### src/design/kst_pkg.sv
// ----------------------------------------------------------------------------
// kst_pkg
// Shared types, key codes and scan code tables for the scan code translator.
// ----------------------------------------------------------------------------
`default_nettype none

package kst_pkg;

  localparam int unsigned ScanW = 8;
  localparam int unsigned KeyW  = 9;
  localparam int unsigned ModW  = 3;

  // scan code values
  localparam logic [7:0] SC_PREFIX_E0 = 8'hE0;
  localparam logic [6:0] SC_LSHIFT    = 7'h2A;
  localparam logic [6:0] SC_RSHIFT    = 7'h36;
  localparam logic [6:0] SC_CTRL      = 7'h1D;
  localparam logic [6:0] SC_ALT       = 7'h38;
  localparam logic [6:0] SC_CAPS      = 7'h3A;
  localparam logic [6:0] SC_NUM       = 7'h45;
  localparam logic [6:0] SC_F1        = 7'h3B;
  localparam logic [6:0] SC_F10       = 7'h44;
  localparam logic [6:0] SC_F11       = 7'h57;
  localparam logic [6:0] SC_F12       = 7'h58;
  localparam logic [6:0] SC_ENTER     = 7'h1C;
  localparam logic [6:0] SC_SLASH     = 7'h35;

  // key codes
  localparam logic [KeyW-1:0] KEY_NONE  = 9'd0;
  localparam logic [KeyW-1:0] NAV_UP    = 9'd256;
  localparam logic [KeyW-1:0] NAV_DOWN  = 9'd257;
  localparam logic [KeyW-1:0] NAV_LEFT  = 9'd258;
  localparam logic [KeyW-1:0] NAV_RIGHT = 9'd259;
  localparam logic [KeyW-1:0] NAV_HOME  = 9'd260;
  localparam logic [KeyW-1:0] NAV_END   = 9'd261;
  localparam logic [KeyW-1:0] NAV_PAGEUP = 9'd262;
  localparam logic [KeyW-1:0] NAV_PAGEDN = 9'd263;
  localparam logic [KeyW-1:0] NAV_INS   = 9'd264;
  localparam logic [KeyW-1:0] NAV_DEL   = 9'd265;
  localparam logic [KeyW-1:0] KEY_F1    = 9'd266;
  localparam logic [KeyW-1:0] KEY_F11   = 9'd276;
  localparam logic [KeyW-1:0] KEY_F12   = 9'd277;

  // characters used by the decoder
  localparam logic [7:0] CH_NEWLINE = 8'd10;
  localparam logic [7:0] CH_SLASH   = 8'd47;
  localparam logic [7:0] CH_LOWER_A = 8'd97;
  localparam logic [7:0] CH_LOWER_Z = 8'd122;

  // keyboard flags kept between beats
  typedef struct packed {
    logic shift;
    logic ctrl;
    logic alt;
    logic caps;
    logic num;
    logic ext;
  } kst_state_t;

  // navigation meaning of a keypad or extended code, zero if none
  function automatic logic [KeyW-1:0] nav_of(input logic [6:0] c);
    logic [KeyW-1:0] k;
    case (c)
      7'h48:   k = NAV_UP;
      7'h50:   k = NAV_DOWN;
      7'h4B:   k = NAV_LEFT;
      7'h4D:   k = NAV_RIGHT;
      7'h47:   k = NAV_HOME;
      7'h4F:   k = NAV_END;
      7'h49:   k = NAV_PAGEUP;
      7'h51:   k = NAV_PAGEDN;
      7'h52:   k = NAV_INS;
      7'h53:   k = NAV_DEL;
      default: k = KEY_NONE;
    endcase
    return k;
  endfunction

  // keypad digit of a navigation code
  function automatic logic [7:0] digit_of(input logic [6:0] c);
    logic [7:0] d;
    case (c)
      7'h48:   d = 8'd56;
      7'h50:   d = 8'd50;
      7'h4B:   d = 8'd52;
      7'h4D:   d = 8'd54;
      7'h47:   d = 8'd55;
      7'h4F:   d = 8'd49;
      7'h49:   d = 8'd57;
      7'h51:   d = 8'd51;
      7'h52:   d = 8'd48;
      default: d = 8'd46;
    endcase
    return d;
  endfunction

  // unshifted character table
  function automatic logic [7:0] low_map(input logic [6:0] c);
    logic [7:0] v;
    case (c)
      7'h01: v = 8'd27;   7'h02: v = 8'd49;   7'h03: v = 8'd50;   7'h04: v = 8'd51;
      7'h05: v = 8'd52;   7'h06: v = 8'd53;   7'h07: v = 8'd54;   7'h08: v = 8'd55;
      7'h09: v = 8'd56;   7'h0A: v = 8'd57;   7'h0B: v = 8'd48;   7'h0C: v = 8'd42;
      7'h0D: v = 8'd45;   7'h0E: v = 8'd8;    7'h0F: v = 8'd9;
      7'h10: v = 8'd113;  7'h11: v = 8'd119;  7'h12: v = 8'd101;  7'h13: v = 8'd114;
      7'h14: v = 8'd116;  7'h15: v = 8'd121;  7'h16: v = 8'd117;  7'h17: v = 8'd133;
      7'h18: v = 8'd111;  7'h19: v = 8'd112;  7'h1A: v = 8'd129;  7'h1B: v = 8'd132;
      7'h1C: v = 8'd10;
      7'h1E: v = 8'd97;   7'h1F: v = 8'd115;  7'h20: v = 8'd100;  7'h21: v = 8'd102;
      7'h22: v = 8'd103;  7'h23: v = 8'd104;  7'h24: v = 8'd106;  7'h25: v = 8'd107;
      7'h26: v = 8'd108;  7'h27: v = 8'd130;  7'h28: v = 8'd105;  7'h29: v = 8'd34;
      7'h2B: v = 8'd44;   7'h56: v = 8'd60;
      7'h2C: v = 8'd122;  7'h2D: v = 8'd120;  7'h2E: v = 8'd99;   7'h2F: v = 8'd118;
      7'h30: v = 8'd98;   7'h31: v = 8'd110;  7'h32: v = 8'd109;  7'h33: v = 8'd131;
      7'h34: v = 8'd128;  7'h35: v = 8'd46;   7'h39: v = 8'd32;
      default: v = 8'd0;
    endcase
    return v;
  endfunction

  // shifted character table
  function automatic logic [7:0] up_map(input logic [6:0] c);
    logic [7:0] v;
    case (c)
      7'h01: v = 8'd27;   7'h02: v = 8'd33;   7'h03: v = 8'd39;   7'h04: v = 8'd94;
      7'h05: v = 8'd43;   7'h06: v = 8'd37;   7'h07: v = 8'd38;   7'h08: v = 8'd47;
      7'h09: v = 8'd40;   7'h0A: v = 8'd41;   7'h0B: v = 8'd61;   7'h0C: v = 8'd63;
      7'h0D: v = 8'd95;   7'h0E: v = 8'd8;    7'h0F: v = 8'd9;
      7'h10: v = 8'd81;   7'h11: v = 8'd87;   7'h12: v = 8'd69;   7'h13: v = 8'd82;
      7'h14: v = 8'd84;   7'h15: v = 8'd89;   7'h16: v = 8'd85;   7'h17: v = 8'd73;
      7'h18: v = 8'd79;   7'h19: v = 8'd80;   7'h1A: v = 8'd139;  7'h1B: v = 8'd137;
      7'h1C: v = 8'd10;
      7'h1E: v = 8'd65;   7'h1F: v = 8'd83;   7'h20: v = 8'd68;   7'h21: v = 8'd70;
      7'h22: v = 8'd71;   7'h23: v = 8'd72;   7'h24: v = 8'd74;   7'h25: v = 8'd75;
      7'h26: v = 8'd76;   7'h27: v = 8'd136;  7'h28: v = 8'd134;  7'h29: v = 8'd69;
      7'h2B: v = 8'd59;   7'h56: v = 8'd62;
      7'h2C: v = 8'd90;   7'h2D: v = 8'd88;   7'h2E: v = 8'd67;   7'h2F: v = 8'd86;
      7'h30: v = 8'd66;   7'h31: v = 8'd78;   7'h32: v = 8'd77;   7'h33: v = 8'd138;
      7'h34: v = 8'd135;  7'h35: v = 8'd58;   7'h39: v = 8'd32;
      default: v = 8'd0;
    endcase
    return v;
  endfunction

endpackage

`default_nettype wire

### src/design/kst_if.sv
// ----------------------------------------------------------------------------
// kst_if
// Valid/ready channels for scan bytes in and key events out.
// ----------------------------------------------------------------------------
`default_nettype none

interface kst_in_if;
  logic                     valid;
  logic                     ready;
  logic [kst_pkg::ScanW-1:0] scan_byte;

  modport source (output valid, output scan_byte, input ready);
  modport sink   (input valid, input scan_byte, output ready);
endinterface

interface kst_out_if;
  logic                     valid;
  logic                     ready;
  logic [kst_pkg::KeyW-1:0] key_code;
  logic                     pressed;
  logic [kst_pkg::ModW-1:0] modifiers;

  modport source (output valid, output key_code, output pressed, output modifiers,
                  input ready);
  modport sink   (input valid, input key_code, input pressed, input modifiers,
                  output ready);
endinterface

`default_nettype wire

### src/design/kst_decode.sv
// ----------------------------------------------------------------------------
// kst_decode
// Decodes one scan byte against the current flags into a key code and the
// flags that follow it.
// ----------------------------------------------------------------------------
`default_nettype none

module kst_decode (
  input  wire logic [kst_pkg::ScanW-1:0] scan_byte,
  input  wire kst_pkg::kst_state_t       st,
  output logic [kst_pkg::KeyW-1:0]       key_code,
  output kst_pkg::kst_state_t            st_nxt
);
  import kst_pkg::*;

  logic [6:0]      c;
  logic            rel;
  logic [KeyW-1:0] nav;
  logic [7:0]      lo;
  logic [7:0]      ch;
  logic            letter;
  logic            upper;
  logic            ext_hit;

  assign c   = scan_byte[6:0];
  assign rel = scan_byte[7];
  assign nav = nav_of(c);
  assign lo  = low_map(c);

  // character path: caps flips case only for letters, ctrl folds a..z
  always_comb begin
    letter = (lo inside {[CH_LOWER_A:CH_LOWER_Z]}) || (lo inside {[8'd128:8'd133]});
    upper  = st.shift ^ (st.caps & letter);
    ch     = upper ? up_map(c) : lo;
  end

  // prefix, modifiers, locks, then key decode
  always_comb begin
    st_nxt   = st;
    key_code = KEY_NONE;
    ext_hit  = 1'b0;
    if (scan_byte == SC_PREFIX_E0) begin
      st_nxt.ext = 1'b1;
    end else if (c == SC_LSHIFT || c == SC_RSHIFT) begin
      st_nxt.shift = ~rel;
    end else if (c == SC_CTRL) begin
      st_nxt.ctrl = ~rel;
    end else if (c == SC_ALT) begin
      st_nxt.alt = ~rel;
    end else if (!rel && c == SC_CAPS) begin
      st_nxt.caps = ~st.caps;
    end else if (!rel && c == SC_NUM) begin
      st_nxt.num = ~st.num;
    end else begin
      // extended meaning takes priority after a prefix
      if (st.ext) begin
        st_nxt.ext = 1'b0;
        if (nav != KEY_NONE) begin
          key_code = nav;
          ext_hit  = 1'b1;
        end else if (c == SC_ENTER) begin
          key_code = {1'b0, CH_NEWLINE};
          ext_hit  = 1'b1;
        end else if (c == SC_SLASH) begin
          key_code = {1'b0, CH_SLASH};
          ext_hit  = 1'b1;
        end
      end
      if (!ext_hit) begin
        if (nav != KEY_NONE) begin
          key_code = (!st.num && !st.shift) ? nav : {1'b0, digit_of(c)};
        end else if (c inside {[SC_F1:SC_F10]}) begin
          key_code = KEY_F1 + {2'b00, c - SC_F1};
        end else if (c == SC_F11) begin
          key_code = KEY_F11;
        end else if (c == SC_F12) begin
          key_code = KEY_F12;
        end else if (st.ctrl && (ch inside {[CH_LOWER_A:CH_LOWER_Z]})) begin
          key_code = {1'b0, ch - CH_LOWER_A + 8'd1};
        end else begin
          key_code = {1'b0, ch};
        end
      end
    end
  end

endmodule

`default_nettype wire

### src/design/keyboard_scancode_translator_top.sv
// ----------------------------------------------------------------------------
// keyboard_scancode_translator_top
// Set 1 scan code to key event translator for a Turkish-Q layout.
// ----------------------------------------------------------------------------
// Usage:
//   in_ch carries one raw scan byte per beat; out_ch returns exactly one
//   event per accepted byte: key code, pressed bit and the shift/ctrl/alt
//   flags as they stood before that byte.
//   A byte is captured in an input register, decoded combinationally against
//   the held flags, and lands in the output register, whose valid flag
//   drives out_ch.valid.
//   Throughput is one byte per cycle: the decode stage advances whenever
//   the output register is empty or being taken, and in_ch.ready stays high
//   while the input register can move on in the same cycle.
//   Flags update as each byte passes the decode stage, so back-to-back bytes
//   see the flags left by the byte before them.
//   When the receiver stalls, one event waits in the output register and
//   one byte in the input register; after that in_ch.ready drops.
//   Synchronous reset clears both registers' valid flags and all keyboard
//   flags (shift, ctrl, alt, caps lock, num lock, prefix).
// ----------------------------------------------------------------------------
`default_nettype none

module keyboard_scancode_translator_top (
  input wire logic clk,
  input wire logic rst_n,
  kst_in_if.sink   in_ch,
  kst_out_if.source out_ch
);
  import kst_pkg::*;

  logic             in_valid_r;
  logic [ScanW-1:0] in_byte_r;
  kst_state_t       st_r;
  kst_state_t       st_nxt;
  logic             out_valid_r;
  logic [KeyW-1:0]  out_key_r;
  logic             out_pressed_r;
  logic [ModW-1:0]  out_mods_r;
  logic [KeyW-1:0]  dec_key;
  logic             advance;

  // decode stage moves when its result has somewhere to go
  assign advance     = in_valid_r && (!out_valid_r || out_ch.ready);
  assign in_ch.ready = !in_valid_r || advance;

  kst_decode u_decode (
    .scan_byte (in_byte_r),
    .st        (st_r),
    .key_code  (dec_key),
    .st_nxt    (st_nxt)
  );

  // input register
  always_ff @(posedge clk) begin
    if (!rst_n) begin
      in_valid_r <= 1'b0;
    end else if (in_ch.ready) begin
      in_valid_r <= in_ch.valid;
    end
    if (in_ch.ready && in_ch.valid) begin
      in_byte_r <= in_ch.scan_byte;
    end
  end

  // keyboard flags
  always_ff @(posedge clk) begin
    if (!rst_n) begin
      st_r <= '0;
    end else if (advance) begin
      st_r <= st_nxt;
    end
  end

  // output register
  always_ff @(posedge clk) begin
    if (!rst_n) begin
      out_valid_r <= 1'b0;
    end else if (advance) begin
      out_valid_r <= 1'b1;
    end else if (out_ch.ready) begin
      out_valid_r <= 1'b0;
    end
    if (advance) begin
      out_key_r     <= dec_key;
      out_pressed_r <= ~in_byte_r[ScanW-1];
      out_mods_r    <= {st_r.alt, st_r.ctrl, st_r.shift};
    end
  end

  assign out_ch.valid     = out_valid_r;
  assign out_ch.key_code  = out_key_r;
  assign out_ch.pressed   = out_pressed_r;
  assign out_ch.modifiers = out_mods_r;

endmodule

`default_nettype wire

### src/flat_wrapper.sv
// flat-port wrapper written by rule: the top's interface ports become plain ports
module keyboard_scancode_translator_top_flat import kst_pkg::*;
  (clk, rst_n, in_ch_valid, in_ch_scan_byte, in_ch_ready, out_ch_valid, out_ch_key_code, out_ch_pressed, out_ch_modifiers, out_ch_ready);
  kst_in_if in_ch_i ();
  kst_out_if out_ch_i ();
  input wire logic clk;
  input wire logic rst_n;
  input wire logic [$bits(in_ch_i.valid)-1:0] in_ch_valid;
  input wire logic [$bits(in_ch_i.scan_byte)-1:0] in_ch_scan_byte;
  output wire logic [$bits(in_ch_i.ready)-1:0] in_ch_ready;
  output wire logic [$bits(out_ch_i.valid)-1:0] out_ch_valid;
  output wire logic [$bits(out_ch_i.key_code)-1:0] out_ch_key_code;
  output wire logic [$bits(out_ch_i.pressed)-1:0] out_ch_pressed;
  output wire logic [$bits(out_ch_i.modifiers)-1:0] out_ch_modifiers;
  input wire logic [$bits(out_ch_i.ready)-1:0] out_ch_ready;
  assign in_ch_i.valid = in_ch_valid;
  assign in_ch_i.scan_byte = in_ch_scan_byte;
  assign in_ch_ready = in_ch_i.ready;
  assign out_ch_valid = out_ch_i.valid;
  assign out_ch_key_code = out_ch_i.key_code;
  assign out_ch_pressed = out_ch_i.pressed;
  assign out_ch_modifiers = out_ch_i.modifiers;
  assign out_ch_i.ready = out_ch_ready;
  keyboard_scancode_translator_top u_core (.clk(clk), .rst_n(rst_n), .in_ch(in_ch_i), .out_ch(out_ch_i));
endmodule
### config.mk
export PLATFORM = sky130hd
export DESIGN_NAME = keyboard_scancode_translator_top_flat
export DESIGN_NICKNAME = d
export VERILOG_FILES = /design/src/design/kst_pkg.sv /design/src/design/kst_if.sv /design/src/design/kst_decode.sv /design/src/design/keyboard_scancode_translator_top.sv /design/src/flat_wrapper.sv
export SDC_FILE = /design/constraint.sdc
export NUM_CORES = 1
export LEC_CHECK = 0
export ABC_AREA = 1
export BUFFER_PORTS_ARGS = -buffer_cell sky130_fd_sc_hd__buf_2
export CELL_PAD_IN_SITES_DETAIL_PLACEMENT = 1
export CELL_PAD_IN_SITES_GLOBAL_PLACEMENT = 1
export CORE_MARGIN = 5
export CORE_UTILIZATION = 46
export CTS_CLUSTER_DIAMETER = 40
export DETAILED_ROUTE_END_ITERATION = 12
export PLACE_DENSITY = 0.9
export SLEW_MARGIN = 20
export SYNTH_ARGS = -nofsm -noshare
export SYNTH_HDL_FRONTEND = slang
export SYNTH_HIERARCHICAL = 1
export SYNTH_SLANG_ARGS = --single-unit
### constraint.sdc
create_clock -name clk -period 5.7 [get_ports clk]
set_input_delay 0.285 -clock clk [delete_from_list [all_inputs] [get_ports clk]]
set_output_delay 0.285 -clock clk [all_outputs]
set_load 0.01 [all_outputs]
==> impl_metrics.csv, run 1 <==
group,metric,value,unit
synth,yosysWarningCount,6,
detailed_routing,wire_per_inst,18.4,um
pwr,power.total,0.682,mW
detailed_routing,dr_total_vias,4106,
detailed_routing,firstDrtPassIters,5,
finish,final_cell_mix,"nand2_1, inv_1, nor2_1",
floorplanning,coreArea,7610,sq um
setup_path,critPathCaptureType,"register",
floorplanning,rows,32,
synth,synth-compound-area-share,0.164,
placement,io_buffers,26,
cts,insertion_delay,290,ps
setup_path,cp.required,5740,ps
pwr,p_per_area,183,nW/um^2
synth,synth_xor_area_frac,0.0197,
finish,final_util,0.490,
global_routing,overflow,0,
global_routing,grt_antenna_before_repair,0,
synth,synth_area,3550,sq um
run,max_cap_violations,0,
placement,hpwlAfterDp,10.1,mm
detailed_routing,routed_wl,12.8,mm
cts,cts_tree,"built",
global_routing,grt_max_degree,34,
synth,synthDistinctLibCells,49,
sta,relSlewSlack,0.306,
synth,muxShareOfSynthArea,0,
finish,final_layout_size_suffix_gt1_frac,0.123,
cts,ctsHoldBuffers,0,
hold_path,hold_path_depth,1,
finish,n_antenna_cell,0,
setup_path,arrival,4260,ps
synth,synthAdderAreaFrac,0.0564,
global_routing,grt_pass1_wl,21.2,mm
placement,placed_area,3640,sq um
sta,worstMarginPinSlew,1040,ps
sta,fin_skew,7.25,ps
synth,syn_avg_cell_area,6.14,sq um
finish,layout_commonest_cell,"nand2_1",
sta,rsz0062_at_grt,"no",
setup_path,cp_top_family,"compound AO/OA/AOI/OAI gates",
setup_path,critPathMaxStageDelay,1000,ps
setup_path,worst_r2r_path_depth,17,
finish,syn2layout_area_growth,5.07,%
finish,fin_area,3730,sq um
synth,synth_seq_cells,29,
hold_path,min_to,"u_core/in_byte_r[3]$_DFFE_PP_",
finish,finalNonFillerCells,696,
floorplanning,fp.dieH,97.9,um
floorplanning,ios,27,
hold_path,hp-start,"in_ch_scan_byte[3]",
cts,clk_path_buf_depth,2,
setup_path,critPathKind,"reg -> reg",
global_routing,grt_use_total,0.271,
setup_path,r2r_start,"u_core/in_byte_r[2]$_DFFE_PP_",
floorplanning,initial_utilization,0.467,
cts,root_buffer,"clkbuf_8",
synth,ys_seq_area_frac,0.223,
cts,cts_inserted_buffers,5,
run_status,status,"complete, no violations",
detailed_routing,first_iter_violations,441,
hold_path,hold_class,"in -> reg",
detailed_routing,drc_errors,0,
sta,setup_viol,0,
setup_path,critPathMaxFanout,30,
synth,postSynthCellCount,578,
pwr,leakagePower,1.80,nW
sta,fmax,237,MHz
cts,htree_levels,2,
detailed_routing,vias_per_cell,5.90,
setup_path,start_kind,"register",
sta,final_hold_viol_count,0,
cts,clk_pin_slew,70,ps
setup_path,r2r_end,"u_core/out_ch.key_code[6]$_DFFE_PP_",
placement,gp_congestion,0.974,
sta,tns,0,ps
setup_path,crit_slowest_cell,"edfxtp_1",
cts,postCtsSetupRepairBufs,0,
cts,clock-sinks,29,
setup_path,crit_buf_inv,3,
floorplanning,dieArea,9580,sq um
floorplanning,die_x,97.9,um
global_routing,grt_pass1_vias,4184,
synth,synth_top_family_by_area,"simple AND/OR/NAND/NOR gates",
sta,timing.final.crit_period,4220,ps
sta,fin_crit_sh,0.741,
finish,fin_nets,621,
sta,slew_violations,0,
cts,cts_resized,0,
synth,yosys.area_share.simple,0.407,
detailed_routing,ant_nets,0,
pwr,ir_worst_vdd,0.146,mV
setup_path,path_common_cell,"o21ai_0",
setup_path,ff2ff_setup_slack,1480,ps
synth,synth_nets,606,
placement,dp_cells,688,
setup_path,worstPathCellList,"inv_2 -> ha_1 -> inv_1 -> nor2_1 -> o21ai_0 -> a21oi_1 -> nand2_1 -> nand3_1 -> o21ai_1 -> nand2_1 -> nand3_1 -> nand2_2 -> o21ai_0 -> inv_1 -> ha_1 -> o21ai_0 -> a21oi_1",
report_power, final:
group	switching, mW	internal [mW]
clock network	0.0892	0.0842
logic	0.165	0.0768
registers	0.0223	0.244
final cells by class:
type	instances	area [sq um]
Clock inverter	3	17.5
Clock buffer	5	68.8
Timing Repair Buffer	27	138
Fill cell	1096	3880
Inverter	77	290
Sequential cell	29	791
Multi-Input combinational cell	453	2300
Tap cell	102	128
worst reg2reg max path, cell delays in order, from the launching register on:
cell      delay, ps
edfxtp_1       1000
inv_2           400
ha_1            350
inv_1            60
nor2_1           30
o21ai_0         350
a21oi_1          90
nand2_1         150
nand3_1          90
o21ai_1         120
nand2_1         120
nand3_1         190
nand2_2         100
o21ai_0         260
inv_1           110
ha_1            290
o21ai_0         180
a21oi_1          90
sequential cells by signal (all words and copies together), names as in the netlist:
signal	count
u_core/in_byte_r	8
u_core/out_ch.valid	1
u_core/st_r	6
u_core/out_ch.modifiers	3
u_core/out_ch.key_code	9
u_core/out_ch.pressed	1
u_core/in_valid_r	1
cell usage after synthesis, drive strengths merged:
cell | n | area share
ha | 16 | 0.056
or3 | 1 | 0.0018
edfxtp | 21 | 0.18
and2 | 2 | 0.0035
a31oi | 3 | 0.0053
nand3b | 1 | 0.0021
o211ai | 5 | 0.011
nor2 | 69 | 0.080
clkinv | 1 | 0.0014
a31o | 1 | 0.0025
nand3 | 63 | 0.097
a32oi | 1 | 0.0025
a221oi | 1 | 0.0025
a2111o | 1 | 0.0032
buf | 13 | 0.035
xnor2 | 1 | 0.0025
xor2 | 7 | 0.017
nor3b | 1 | 0.0021
a21oi | 37 | 0.055
clkbuf | 6 | 0.013
a2111oi | 2 | 0.0053
and3 | 1 | 0.0018
nor3 | 13 | 0.018
o21a | 1 | 0.0021
o22ai | 3 | 0.0053
a211oi | 1 | 0.0021
o21ai | 42 | 0.060
dfxtp | 8 | 0.045
o2111ai | 2 | 0.0049
inv | 76 | 0.080
o31ai | 1 | 0.0021
nand4 | 7 | 0.012
nand2 | 170 | 0.19
cell families (layout without fill, tap and decap cells):
| group | after synthesis | in the layout |
|---|---|---|
| compound gates | 101 | 101 |
| xor+xnor | 8 | 8 |
| fa+ha+maj | 16 | 16 |
| buf+inv | 96 | 112 |
| flops | 29 | 29 |
| simple gates | 328 | 328 |
how the worst max path moves through the flow:
stage,from,endpoint,slack (ps),cells past startpoint
4_1_cts,u_core/in_byte_r[2]$_DFFE_PP_,u_core/out_ch.key_code[6]$_DFFE_PP_,1580,20
6_report,u_core/in_byte_r[2]$_DFFE_PP_,u_core/out_ch.key_code[6]$_DFFE_PP_,1480,17
2_1_floorplan,u_core/in_byte_r[0]$_DFFE_PP_,u_core/out_ch.key_code[6]$_DFFE_PP_,2480,19
3_3_place_gp,u_core/in_byte_r[2]$_DFFE_PP_,u_core/out_ch.key_code[6]$_DFFE_PP_,1750,20
5_1_grt,u_core/in_byte_r[2]$_DFFE_PP_,u_core/out_ch.key_code[6]$_DFFE_PP_,1080,20
3_5_place_dp,u_core/in_byte_r[2]$_DFFE_PP_,u_core/out_ch.key_code[6]$_DFFE_PP_,1580,20
stage by stage:
step	setup slack [ps]	hold WS, ps
detailed placement	1580	462
global route	1080	159
floorplan	2480	384
global placement	1750	462
finish	1480	172
CTS	1580	166
per-layer routing:
layer,share of wire,routed length (um),vias to the layer above,global-route usage
met1,0.43,5510,1942,0.353
li1,-,-,1931,-
met2,0.45,5810,193,0.436
met4,0.032,405,0,0.100
met5,0,0,-,0
met3,0.086,1110,40,0.0621
No activity file was read; power rests on OpenSTA's default activity.
==> inputs of run 2 (changes only) <==
--- a/config.mk
+++ b/config.mk
@@ -10,10 +10,10 @@
 export CELL_PAD_IN_SITES_DETAIL_PLACEMENT = 1
 export CELL_PAD_IN_SITES_GLOBAL_PLACEMENT = 1
 export CORE_MARGIN = 5
-export CORE_UTILIZATION = 46
+export CORE_UTILIZATION = 43
 export CTS_CLUSTER_DIAMETER = 40
 export DETAILED_ROUTE_END_ITERATION = 12
-export PLACE_DENSITY = 0.9
+export PLACE_DENSITY = 0.85
 export SLEW_MARGIN = 20
 export SYNTH_ARGS = -nofsm -noshare
 export SYNTH_HDL_FRONTEND = slang
==> constraint.sdc (replaced) <==
create_clock -name clk -period 4 [get_ports clk]
set_input_delay 0.2 -clock clk [delete_from_list [all_inputs] [get_ports clk]]
set_output_delay 0.2 -clock clk [all_outputs]
set_load 0.01 [all_outputs]
==> impl_metrics.csv, run 2 (synthesis gave the netlist of run 1 again) <==
group,metric,value,unit
global_routing,grt_pass1_wl,22.0,mm
setup_path,worst_r2r_path_depth,18,
finish,fin_nets,639,
cts,ctsHoldBuffers,0,
finish,syn2layout_area_growth,9.06,%
sta,fmax,269,MHz
finish,final_layout_size_suffix_gt1_frac,0.152,
global_routing,grt_use_total,0.279,
detailed_routing,dr_total_vias,4176,
setup_path,critPathKind,"reg -> reg",
detailed_routing,wire_per_inst,19.5,um
global_routing,grt_pass1_vias,4217,
global_routing,overflow,0,
cts,cts_tree,"built",
sta,slew_violations,0,
setup_path,start_kind,"register",
detailed_routing,firstDrtPassIters,5,
setup_path,critPathCaptureType,"register",
global_routing,grt_max_degree,18,
run_status,status,"complete, no violations",
detailed_routing,drc_errors,0,
sta,worstMarginPinSlew,975,ps
sta,setup_viol,0,
floorplanning,rows,33,
cts,cts_inserted_buffers,5,
sta,tns,0,ps
finish,layout_commonest_cell,"nand2_1",
hold_path,hp-start,"in_ch_scan_byte[7]",
floorplanning,die_x,101,um
hold_path,hold_class,"in -> reg",
floorplanning,coreArea,8130,sq um
cts,clk_pin_slew,70,ps
run,max_cap_violations,0,
placement,gp_congestion,1.05,
pwr,p_per_area,256,nW/um^2
sta,rsz0062_at_grt,"no",
global_routing,grt_antenna_before_repair,0,
detailed_routing,ant_nets,0,
detailed_routing,first_iter_violations,462,
detailed_routing,vias_per_cell,5.82,
setup_path,r2r_start,"u_core/in_byte_r[1]$_DFFE_PP_",
sta,relSlewSlack,0.333,
sta,fin_crit_sh,0.930,
floorplanning,initial_utilization,0.437,
pwr,ir_worst_vdd,0.210,mV
setup_path,cp.required,4040,ps
finish,largest_register_ffs,9,
setup_path,arrival,3770,ps
floorplanning,fp.dieH,101,um
floorplanning,ios,27,
sta,fin_skew,5.46,ps
setup_path,critPathLaunch,"u_core/in_byte_r[1]$_DFFE_PP_",
placement,io_buffers,26,
finish,n_antenna_cell,0,
cts,root_buffer,"clkbuf_8",
placement,preCtsSetupSlack,170,ps
pwr,leakagePower,1.88,nW
setup_path,critPathMaxFanout,8,
detailed_routing,routed_wl,14.0,mm
placement,dp_cells,704,
sta,timing.final.crit_period,3720,ps
sta,worst_slack,279,ps
placement,hpwlAfterDp,10.9,mm
cts,htree_levels,2,
cts,clk_path_buf_depth,2,
finish,final_cell_mix,"nand2_1, inv_1, nor2_1",
cts,insertion_delay,290,ps
hold_path,hold_path_depth,1,
sta,final_hold_viol_count,0,
finish,finalNonFillerCells,717,
floorplanning,dieArea,10200,sq um
cts,clock-sinks,29,
==> run 2: changes by cell type in the layout (fill, tap and decap cells not counted) <==
cell,before,now
buf_4,1,18
ha_1,16,14
ha_2,0,2
clkbuf_2,0,1
==> run 2: report_power, final <==
part | switching (mW) | internal, mW
Combinational | 0.255 | 0.121
Sequential | 0.0214 | 0.347
Clock | 0.127 | 0.120
==> run 2: path summary, 6_finish.rpt <==
| kind | to | slack [ps] |
|---|---|---|
| max | u_core/out_ch.key_code[6]$_DFFE_PP_ | 280 |
| min | u_core/in_byte_r[7]$_DFFE_PP_ | 80 |
| max reg2reg | u_core/out_ch.key_code[6]$_DFFE_PP_ | 280 |
| min reg2reg | u_core/out_ch.modifiers[2]$_DFFE_PP_ | 470 |
==> run 2: routing by layer <==
layer  up-vias  part of all wire  routed length, um  global-route usage
li1       1968                 -                  -                   -
met1      1968              0.42               5830               0.358
met2       202              0.47               6560               0.456
met3        38             0.087               1210              0.0651
met4         0             0.026                368              0.0964
met5         -                 0                  0                   0
==> run 2: timing repair <==
item / 4_1_cts / 5_1_grt
resized for setup: 0 / 2
setup endpoints to repair: 0 / 1
hold endpoints to repair: 0 / 0
buffers inserted: 0 / 5
==> run 2: layout make-up <==
cell class | instances | area [sq um]
well taps | 105 | 131
fillers | 1161 | 4260
repair buffers | 45 | 270
clock buffers | 5 | 68.8
flip-flops and latches | 29 | 791
multi-input cells | 453 | 2300
inverters | 77 | 290
clock inverters | 3 | 17.5
==> run 2: critical path, cell delays in order (launching register included) <==
cell and delay [ps]:
edfxtp_1 490, inv_1 200, ha_2 470, nand2_1 100
nand3_1 120, nand3_1 110, nand2_1 170, nor2_1 90
nor2_1 120, nand2_1 80, o21ai_1 150, nand2_1 120
nand3_1 190, nand2_2 100, o21ai_0 310, inv_1 130
ha_1 280, o21ai_0 150, a21oi_1 80
==> run 2: metrics by stage <==
step / utilization / area [sq um] / power, mW / hold slack, ps
2_1_floorplan: - / 3550 / 0.627 / 299
6_report: 0.476 / 3870 / 0.991 / 83.5
4_1_cts: 0.471 / 3830 / 0.982 / 77.5
5_1_grt: 0.476 / 3870 / 1.05 / 78.3
3_3_place_gp: 0.461 / 3750 / 0.724 / 376
3_5_place_dp: 0.461 / 3750 / 0.737 / 379
